--- src/rtl/fta_pkg.sv ---
// Shared types, codes and constants of the fixed timestep accumulator.
// No dependencies; every other file but assert_macros.svh refers to it by scoped names.
package fta_pkg;

  localparam int unsigned MAX_CATCHUP = 64;
  localparam int unsigned EMIT_W      = $clog2(MAX_CATCHUP + 1);

  localparam logic [62:0] STEP_RESET = 63'd16666667;
  localparam logic [31:0] RATE_RESET = 32'd65536;
  localparam logic [31:0] HALF_LSB   = 32'd32768;

  // configuration register indexes
  localparam logic [1:0] CFG_STEP   = 2'd0;
  localparam logic [1:0] CFG_RATE   = 2'd1;
  localparam logic [1:0] CFG_PAUSED = 2'd2;

  // input modes carried on tuser
  localparam logic [1:0] MODE_ADVANCE = 2'd0;
  localparam logic [1:0] MODE_SAMPLE  = 2'd1;
  localparam logic [1:0] MODE_RESTART = 2'd2;

  // result status codes
  localparam logic [2:0] ST_OK        = 3'd0;
  localparam logic [2:0] ST_NEG_DELTA = 3'd1;
  localparam logic [2:0] ST_FRAME_OVF = 3'd2;
  localparam logic [2:0] ST_SCALE_OVF = 3'd3;
  localparam logic [2:0] ST_ACC_OVF   = 3'd4;
  localparam logic [2:0] ST_TICK_OVF  = 3'd5;
  localparam logic [2:0] ST_CATCHUP   = 3'd6;
  localparam logic [2:0] ST_SOURCE    = 3'd7;

  typedef enum logic [1:0] {
    CMD_ADVANCE,
    CMD_SAMPLE,
    CMD_RESTART,
    CMD_IGNORE
  } cmd_kind_t;

  typedef struct packed {
    cmd_kind_t   kind;
    logic [63:0] operand;
  } cmd_t;

  typedef struct packed {
    logic [2:0]  status;
    logic        step_valid;
    logic [63:0] step_tick;
    logic [62:0] step_length_ns;
    logic [63:0] frame_number;
    logic        last;
  } result_t;

  typedef enum logic [3:0] {
    S_IDLE,
    S_CHECK,
    S_MUL_LO,
    S_MUL_HI,
    S_SCALE,
    S_SUM,
    S_DIV,
    S_COMMIT,
    S_EMIT
  } back_state_t;

endpackage

--- src/rtl/fta_front.sv ---
// Front end: accepts input requests and classifies them into commands.
// Depends on fta_pkg.
module fta_front (
  input  logic              s_tvalid,
  output logic              s_tready,
  input  logic [191:0]      s_tdata,
  input  logic [1:0]        s_tuser,
  input  logic              q_full,
  output logic              q_push,
  output fta_pkg::cmd_t     q_entry
);

  assign s_tready = !q_full;
  assign q_push   = s_tvalid && !q_full;

  always_comb begin
    unique case (s_tuser)
      fta_pkg::MODE_ADVANCE: begin
        q_entry.kind    = fta_pkg::CMD_ADVANCE;
        q_entry.operand = s_tdata[63:0];
      end
      fta_pkg::MODE_SAMPLE: begin
        q_entry.kind    = fta_pkg::CMD_SAMPLE;
        q_entry.operand = s_tdata[127:64];
      end
      fta_pkg::MODE_RESTART: begin
        q_entry.kind    = fta_pkg::CMD_RESTART;
        q_entry.operand = s_tdata[191:128];
      end
      default: begin
        q_entry.kind    = fta_pkg::CMD_IGNORE;
        q_entry.operand = '0;
      end
    endcase
  end

endmodule

--- config.mk ---
export PLATFORM = sky130hd
export DESIGN_NAME = fta_front
export DESIGN_NICKNAME = d
export VERILOG_FILES = /design/src/rtl/fta_pkg.sv /design/src/rtl/fta_front.sv
export SDC_FILE = /design/constraint.sdc
export NUM_CORES = 1
export LEC_CHECK = 0
export BUFFER_PORTS_ARGS = -buffer_cell sky130_fd_sc_hd__clkbuf_2
export CORE_AREA = 4 4 101 103
export DETAILED_ROUTE_END_ITERATION = 7
export DIE_AREA = 0 0 105 107
export PLACE_DENSITY = 0.57
export REMOVE_ABC_BUFFERS = 1
export SYNTH_ARGS = -nofsm -noshare
export SYNTH_HDL_FRONTEND = slang
export SYNTH_SLANG_ARGS = --single-unit
--- constraint.sdc ---
create_clock -name vclk -period 2.18
set_input_delay 0.545 -clock vclk [all_inputs]
set_output_delay 0.545 -clock vclk [all_outputs]
set_load 0.01 [all_outputs]
# [Word level (Yosys, flattened, before mapping)]
# Cells that the tools add are included.
# W data, S select, Z words.
[op_classes] n_shift=0 magnitude_cmp=0 n_mul=0 reduce_logical=3 bitwise_logic=0 n_div=0 n_addsub=0 n_mux=1 n_eq_ne=2
[ops] operator="$pmux W66 S3" count=1
[ops] operator="$eq A2 B1 Y1 const B" count=1
[ops] operator="$eq A2 B2 Y1 const B" count=1
[ops] operator="$logic_not A2 Y1" count=1
[ops] operator="$logic_and A1 B1 Y1" count=1
[ops] operator="$logic_not A1 Y1" count=1
[word_totals] regBits=0 wordCells=6 input_bits=196 latchBits=0 output_inout_bits=68 mem_bits_ro=0 ram_bits=0 mem_count=0

# [Depth between registers and ports, before layout]
[logic_depth] ltp_word=2 depth_mapped=4 depth_no_buf=2

# [Worst setup path before layout]
# No wires, ideal clock.
[synth_path] path_type="input-to-output" start="input s_tuser[1]" end="output q_entry[0] in the netlist's numbering" slack_ns=0.464 arrival_time_ns=1.171 cell_stages=4 t_required_ns=1.635 cell_sequence="nor2b_1 -> buf_2 -> buf_2 -> o2bb2ai_1"
[synth_lines] item="start: declaration" line_no="fta_front.sv:7" text="input logic [1:0] s_tuser,"
[synth_lines] item="end: declaration" line_no="fta_front.sv:10" text="output fta_pkg::cmd_t q_entry"

==> results.py <==
metrics = {
    "synth": {
        "synth-simple-area-share_pct": 0.8757,
        "yosysWarnings": 0,
        "synth_top_area_share_pct": 44.83,
        "seq_area_frac_synth_pct": 0,
        "yosys-top-cells-area": "mux2i_1 45%, o2bb2ai_1 39%, buf_12 8.4%",
        "synth_cell_types": 8,
        "synth_common_cells": "64 x mux2i_1, 64 x o2bb2ai_1, 13 x buf_2, 6 x buf_12, 3 x clkbuf_1",
        "synth_top_family_by_area": "multiplexers",
        "muxShareOfSynthArea_pct": 44.83,
        "synthXorXnorAreaFrac_pct": 0,
        "synth_compound_area_share_pct": 39.23,
        "synth_top_cell_by_area": "mux2i_1",
        "synthAdderAreaFrac_pct": 0,
        "avgSynthCellArea_um2": 9.278,
        "syn_inst": 154,
        "synth_area_um2": 1429,
    },
    "global_route": {
        "grt_pass1_vias": 2215,
        "grt_overflow": 0,
        "use_met3_pct": 2.649,
        "antenna_found_initial": 0,
        "grtUsageTotal_pct": 11.34,
        "grt_busiest_layer": "met2",
        "grt_use_met1_pct": 13.49,
        "met2_usage_pct": 21.72,
        "grt_pass1_wl_mm": 10.96,
        "grt_max_degree": 66,
    },
    "die": {
        "core_area_um2": 9196,
        "die_h_um": 107,
        "start_util_pct": 15.54,
        "row_count": 35,
        "die_x_um": 105,
        "die_area_um2": 11240,
        "ioPinCount": 264,
    },
    "final_layout": {
        "final_util_pct": 30.64,
        "drive_above_1_share_pct": 67.82,
        "final_cells": 515,
        "finalNetCount": 602,
        "multi_input_area_um2": 1221,
        "seq_cell_count": 0,
        "syn2layout_area_growth_pct": 97.20,
        "fill_cells": 971,
        "antenna_cells": 0,
        "nClkBuffers": 0,
        "regArea_um2": 0,
    },
    "drt": {
        "first_pass_iters": 4,
        "drcViolationCount": 0,
        "num_vias": 2252,
        "viasPerCell": 4.373,
        "wl_per_cell_um": 14.12,
        "drt_iter0_markers": 68,
        "finalWirelength_mm": 7.270,
        "ant_nets": 0,
    },
    "pwr": {
        "seq_power_share_pct": 0,
        "clkPwrFrac_pct": 0,
        "swShare_pct": 45.92,
        "max-vdd-ir-drop_mv": 0.1202,
        "power.switching_mw": 0.2656,
        "leakage_nw": 1.667,
        "powerDensity_nw_per_um2": 205.3,
        "comb_power_share_pct": 100.0,
        "p_int_mw": 0.3128,
    },
    "timing": {
        "relSlewSlack_pct": 80.45,
        "hold_violations": 0,
        "setup_ws_ns": 0.09740,
        "period_share_pct": 95.53,
        "period_needed_ns": 2.083,
        "slew_viol_final": 0,
        "rsz0062_at_grt": "false",
        "worstMarginPinSlew_ns": 0.2933,
        "setup_viol": 0,
        "max_freq_mhz": 480.2,
    },
    "clocking": {
        "post_cts_buffers": 0,
        "cts_hold_buf": 0,
        "cts_resized": 0,
    },
    "hold_path": {
        "min_path_cells": 3,
        "min_path_type": "in -> out",
    },
    "placement": {
        "dpl.cell_count": 515,
        "dp_hpwl_mm": 6.469,
        "io_buffer_count": 264,
        "pre_cts_ws_ns": 0.1008,
        "gp_congestion": 0.7642,
    },
    "run_status": {
        "status": "complete, no violations",
    },
    "setup_path": {
        "crit_path_max_fanout": 30,
        "worstSetupEndpointType": "output pin",
        "critPathKind": "in -> out",
        "startpoint_type": "input port",
        "required_ns": 1.63,
        "worstPathArrival_ns": 1.54,
    },
    "run": {
        "drv_cap": 0,
    },
}
==> power groups by stage <==
stage          clock, mW  sequential (mW)  combinational [mW]
4_1_cts                0                0               0.588
2_1_floorplan          0                0               0.216
6_report               0                0               0.578
3_3_place_gp           0                0               0.581
3_5_place_dp           0                0               0.586
5_1_grt                0                0               0.637
==> placed cells by master, fill, tap and decap left out <==
cell and n:
o2bb2ai_1 64, inv_1 1, nor2b_4 1, mux2i_1 64, buf_12 5, clkbuf_2 263, nor2b_1 1, buf_4 5
==> worst max-delay path: stages <==
cell	delay, ns
buf_4	0.14
buf_12	0.23
buf_4	0.18
mux2i_1	0.19
o2bb2ai_1	0.09
clkbuf_2	0.13
==> metrics by stage <==
stage	cell area (um2)	power (mW)	setup TNS [ns]	hold slack, ns
final	2818	0.5783	0	1.335
after global routing	2818	0.6367	0	1.364
after CTS	2818	0.5879	0	1.334
after detailed placement	2818	0.5861	0	1.334
after global placement	2818	0.5808	0	1.321
after floorplan	1217	0.2162	-87.80	1.090
==> logic make-up (layout without fill, tap and decap cells) <==
logic type	Yosys count	count (layout)
AO/OA/AOI/OAI	64	64
buffers and inverters	24	274
multiplexers	64	64
AND/OR/NAND/NOR	2	2
==> final cells by class <==
type                       count  share of cell area, %
tap                          111                  4.929
timing repair buffer         273                  51.60
inverter                       1                 0.1332
multi-input combinational    130                  43.34
==> layer usage <==
layer	up-vias	routed length, um
met1	971	2770
met3	2	715
met2	140	3765
li1	1139	-
met4	0	19
met5	-	0
==> final timing paths <==
check | startpoint | slack, ns | endpoint
worst max-delay path | s_tuser[0] | 0.1 | q_entry[47]
worst min-delay path | q_full | 1.33 | s_tready
No activity file was read; power rests on OpenSTA's default activity.
