--- src/rtl/fta_pkg.sv ---
// Shared types, codes and constants of the fixed timestep accumulator.
// No dependencies; every other file but assert_macros.svh refers to it by scoped names.
package fta_pkg;

  localparam int unsigned MAX_CATCHUP = 64;
  localparam int unsigned EMIT_W      = $clog2(MAX_CATCHUP + 1);

  localparam logic [62:0] STEP_RESET = 63'd16666667;
  localparam logic [31:0] RATE_RESET = 32'd65536;
  localparam logic [31:0] HALF_LSB   = 32'd32768;

  // configuration register indexes
  localparam logic [1:0] CFG_STEP   = 2'd0;
  localparam logic [1:0] CFG_RATE   = 2'd1;
  localparam logic [1:0] CFG_PAUSED = 2'd2;

  // input modes carried on tuser
  localparam logic [1:0] MODE_ADVANCE = 2'd0;
  localparam logic [1:0] MODE_SAMPLE  = 2'd1;
  localparam logic [1:0] MODE_RESTART = 2'd2;

  // result status codes
  localparam logic [2:0] ST_OK        = 3'd0;
  localparam logic [2:0] ST_NEG_DELTA = 3'd1;
  localparam logic [2:0] ST_FRAME_OVF = 3'd2;
  localparam logic [2:0] ST_SCALE_OVF = 3'd3;
  localparam logic [2:0] ST_ACC_OVF   = 3'd4;
  localparam logic [2:0] ST_TICK_OVF  = 3'd5;
  localparam logic [2:0] ST_CATCHUP   = 3'd6;
  localparam logic [2:0] ST_SOURCE    = 3'd7;

  typedef enum logic [1:0] {
    CMD_ADVANCE,
    CMD_SAMPLE,
    CMD_RESTART,
    CMD_IGNORE
  } cmd_kind_t;

  typedef struct packed {
    cmd_kind_t   kind;
    logic [63:0] operand;
  } cmd_t;

  typedef struct packed {
    logic [2:0]  status;
    logic        step_valid;
    logic [63:0] step_tick;
    logic [62:0] step_length_ns;
    logic [63:0] frame_number;
    logic        last;
  } result_t;

  typedef enum logic [3:0] {
    S_IDLE,
    S_CHECK,
    S_MUL_LO,
    S_MUL_HI,
    S_SCALE,
    S_SUM,
    S_DIV,
    S_COMMIT,
    S_EMIT
  } back_state_t;

endpackage

--- src/rtl/fta_queue.sv ---
// Two-entry command queue between front and back end.
// Depends on fta_pkg.
module fta_queue (
  input  logic          clk,
  input  logic          rst,
  input  logic          push,
  input  fta_pkg::cmd_t push_entry,
  input  logic          pop,
  output fta_pkg::cmd_t pop_entry,
  output logic          not_empty,
  output logic          full
);

  fta_pkg::cmd_t entries [2];
  logic          wr_ptr;
  logic          rd_ptr;
  logic [1:0]    count;

  assign not_empty = (count != 2'd0);
  assign full      = (count == 2'd2);
  assign pop_entry = entries[rd_ptr];

  always_ff @(posedge clk) begin
    if (push) begin
      entries[wr_ptr] <= push_entry;
    end
  end

  always_ff @(posedge clk) begin
    if (rst) begin
      wr_ptr <= 1'b0;
      rd_ptr <= 1'b0;
      count  <= 2'd0;
    end else begin
      if (push) begin
        wr_ptr <= !wr_ptr;
      end
      if (pop) begin
        rd_ptr <= !rd_ptr;
      end
      count <= count + {1'b0, push} - {1'b0, pop};
    end
  end

endmodule

--- config.mk ---
export PLATFORM = sky130hd
export DESIGN_NAME = fta_queue
export DESIGN_NICKNAME = d
export VERILOG_FILES = /design/src/rtl/fta_pkg.sv /design/src/rtl/fta_queue.sv
export SDC_FILE = /design/constraint.sdc
export NUM_CORES = 1
export LEC_CHECK = 0
export ABC_CLOCK_PERIOD_IN_PS = 6600
export BUFFER_PORTS_ARGS = -buffer_cell sky130_fd_sc_hd__buf_4
export CORE_ASPECT_RATIO = 1.25
export CORE_MARGIN = 4
export CORE_UTILIZATION = 56
export CTS_CLUSTER_SIZE = 12
export DETAILED_ROUTE_END_ITERATION = 10
export GPL_ROUTABILITY_DRIVEN = 0
export HOLD_SLACK_MARGIN = 0.1
export PLACE_DENSITY = 0.84
export SLEW_MARGIN = 20
export SYNTH_ARGS = -nofsm -noshare
export SYNTH_HDL_FRONTEND = slang
export SYNTH_SLANG_ARGS = --single-unit
--- constraint.sdc ---
create_clock -name clk -period 6.6 [get_ports clk]
set_input_delay 0.66 -clock clk [delete_from_list [all_inputs] [get_ports clk]]
set_output_delay 0.66 -clock clk [all_outputs]
set_load 0.05 [all_outputs]
==> After elaboration in Yosys (flattened, before gate mapping) <==
Memories as Yosys holds them, arrays and structs flattened. A register that Yosys moved wholly into a read port is not among the register bits.
Cells that the tools add are included.
{ "totals": {"ff_bits": 4, "latchBits": 0, "mem_bits_rw": 132, "romBits": 0, "in_bits": 70, "output_inout_bits": 68, "word_cells": 14, "n_memories": 1} }
{ "memory_table": {"columns": ["name", "depth", "word_bits", "read_ports", "rd_clocked_by_memory_dff", "write_ports", "line", "text"], "rows": [
  ["entries", 2, 66, 1, 1, 1, "fta_queue.sv:14", "fta_pkg::cmd_t entries [2];"]
]} }
{ "op_classes": {"addsub": 2, "mul": 0, "n_div": 0, "order_cmp": 0, "n_eq_ne": 1, "shift": 0, "muxes": 4, "bitwise_logic": 0, "n_reduce_logical": 3} }
{ "op_table": {"columns": ["op", "n"], "rows": [
  ["$mux W1", 4],
  ["$add A2 B1 Y2", 1],
  ["$eq A2 B2 Y1 const B", 1],
  ["$logic_not A1 Y1", 2],
  ["$reduce_bool A2 Y1", 1],
  ["$sub A2 B1 Y2", 1]
]} }

==> Depth between registers and ports, before layout <==
{ "depth": {"ltp_word": 3, "ltp_mapped": 6, "mapped_depth_nobuf": 6} }

==> Worst setup path after synthesis <==
OpenSTA, ideal clock, no wires.
{ "synth_path": {"kind": "input port to flip-flop", "start": "input port push", "end": "memory entries[0][0] (netlist name) (enable)", "setup_ns": 0.498, "arrival_ns": 3.560, "required_ns": 6.102, "slack_ns": 2.542, "cell_stages": 1, "n_path_buf": 0, "path_cell_list": "nor2b_1"} }
{ "synth_via": {"elab_chain_len": 2} }
{ "synth_rtl": {"columns": ["element", "line", "text"], "rows": [
  ["start: declaration", "fta_queue.sv:6", "input logic push,"],
  ["$mux W1", "fta_queue.sv:24", "if (push) begin"],
  ["$mux W1 (not written as such)", "fta_queue.sv:25", "entries[wr_ptr] <= push_entry;"],
  ["end: declaration", "fta_queue.sv:14", null]
]} }
No other way between the ends.

==> results.ini <==
[critical_path]
worstSetupEndpointType=output pin
critical_path.slowest_cell=dfxtp_4
worst_setup_path_start_kind=flip-flop
path_class=flip-flop to output pin
crit_fanout=66
slowest_delay_ns=1.06
cp_data_arrival_time_ns=2.24
worst-r2r-cell-count=2
worstPathRequired_ns=5.94
crit_path_cell_trace=mux2_2 > buf_4

[detailed_routing]
routed-via-count=2524
routed_wire_length_per_instance_um=17.9
drt.antenna.violating_nets=0
vias_per_cell=4.96
initialDrtViolationCount=123
drcViolationCount=0
dr.pass1.iters=4
postRouteWirelength_um=9090

[pwr]
cellPowerDensity_nw_per_um2=357
switchingPower_uw=609
seqPwrFrac_pct=42.5
combPwrFrac_pct=16.4
design_power_total_mw=2.47
pwr-share-clk_pct=41.1
netSwitchingFraction_pct=24.7
vdd_drop_max_v=0.000247
static_leakage_power_nw=2.71
cellInternalPower_mw=1.86

[cts]
post_cts.resized_instances=0
clock_tree.root_cell=clkbuf_8
cts_max_level=4
cts_setup_buffers=0
clk_pin_slew_worst_paths_ns=0.06
cts_made_buffers=17
postCtsHoldBufs=0
cts-root-to-sink-buffers=2
tritoncts_num_sinks=137
tritoncts_clock_tree=yes
worstSkewPairLatency_ns=0.51

[timing]
fin_worst_skew_ns=0.00654
maxClockFrequency_mhz=345
post-route-period-util_pct=43.9
finalHoldViolCount=0
grt_setup_unrepaired=no
min_period_ns=2.90
fin_hold_ws_ns=0.328
timing.max_slew.rel_slack_pct=27.1
total_negative_setup_slack_ns=0
timing.final.max_slew_violations=0
setup-violations-final=0
final_worst_setup_slack_ns=3.70
tightest_slew_ns=1.09

[finish]
num-nets-final=448
antenna_cells=0
postLayoutCellArea_um2=6920
final_util_pct=78.3
post_route_cells_drive_above_1_share_pct=60.7
fin_cells=509
syn_to_final_growth_pct=34.6

[status]
outcome=finished clean

[placed_design]
numPortBuffers=137
dp_cells=477
place_hpwl_um=5900
dpl-instance-area_um2=6280
place_ws_ns=4.21

[grt]
grt_first_pass_wirelength_um=13900
initial_antenna_violation_count=0
globalRouteTotalUtil_pct=17.7
number_of_global_route_vias_before_repair=2790
globalRouteOverflowTotal=0
grt_start_max_net_pins=67

[worst_hold_path]
hold_path_class=input port to flip-flop
min_path_cells=1

[synthesis]
post_synth_instance_area_um2=5140
dominantRegCellSynth=edfxtp_1
synth.lib_cells_used.distinct=14
synthesis.nets=298
synth_async_sr_flop_share_pct=0
synth.top_cell.area_share_pct=77.1
synth_area_leader_cell=edfxtp_1
synth_seq_area_share_pct=79.0
synthesis.instances=226
synth_seq_cells=137
number_of_synthesized_flops_with_an_enable_pin=132
ys_top_cells_by_area=edfxtp_1 77%, mux2_4 12%, mux2_2 5.7%, dfxtp_1 1.9%, buf_6 1.1%
mean_instance_size_in_the_synthesized_netlist_um2=22.8
synth-warning-count=0

[floorplan]
dieWidth_um=93.7
core_region_area_um2=8840
start_util_pct=58.1
io_pins=138
dieArea_um2=10800
floorplan.die.height_um=115
placement_rows=38

[flow_run]
max_cap_violations=0

==> kinds of logic after synthesis <==
family | count (synthesis) | share of synthesized area (%)
xor+xnor | 3 | 0.779
flops | 137 | 79.0
buf+inv | 9 | 1.44
simple gates | 9 | 0.900
fa+ha+maj | 2 | 0.487
mux | 66 | 17.4
==> power by group through the flow <==
stage | registers, mW | clock network [mW] | logic [mW]
2_1_floorplan | 1.05 | 0 | 0.302
3_3_place_gp | 1.07 | 0 | 0.402
3_5_place_dp | 1.07 | 0 | 0.408
4_1_cts | 1.05 | 1.03 | 0.409
5_1_grt | 1.06 | 1.08 | 0.423
6_report | 1.05 | 1.02 | 0.404
==> metal layers <==
layer	wire, µm	up-vias	global-route usage (%)
met3	684	16	7.85
met2	4950	98	31.0
li1	-	1188	-
met1	3300	1222	18.1
met4	159	0	7.90
met5	0	-	0
==> flip-flops by register name, summed over array words and instances (netlist names), named ones only <==
register,flops
rd_ptr,1
entries,132
wr_ptr,1
count,2
==> critical path: cells and delay by family (launching register included) <==
family   cells  cell delay (ns)
flops        1             1.06
mux          1             0.42
buf+inv      1             0.19
==> layout make-up <==
type	instances	area (µm²)
clock inverter	14	228
tap	120	150
inverter	2	7.51
sequential	137	4070
multi-input combinational	80	1010
timing repair buffer	138	1040
clock buffer	18	418
fill	507	1920
==> worst paths after layout <==
path	end	slack, ns	start
max reg2reg	entries[0][1]	4.81	wr_ptr
min	entries[1][15]	0.33	push_entry[15]
min reg2reg	flip-flop	0.51	rd_ptr
max	pop_entry[24]	3.70	flip-flop
==> Yosys cell counts (2+ instances only) <==
cell        n
buf_6       5
nor2b_1     3
nor2_1      4
dfxtp_1     5
inv_1       2
buf_2       2
xnor2_1     2
ha_1        2
mux2_4     40
mux2_2     26
edfxtp_1  132
==> layout by cell type (no fill, tap or decap) <==
master	n
xnor2_1	2
ha_1	2
nor2b_1	2
edfxtp_1	132
bufinv_16	6
clkbuf_8	1
clkinv_1	3
clkinvlp_4	3
inv_1	2
mux2_4	40
and2_4	1
nor2b_4	1
mux2_2	26
clkinv_4	1
clkbuf_1	1
dfxtp_4	1
or2_2	1
clkbuf_16	16
dfxtp_1	4
nor2_1	4
clkinv_2	1
xnor3_1	1
buf_4	138
Power figures use the tool's default switching activity.
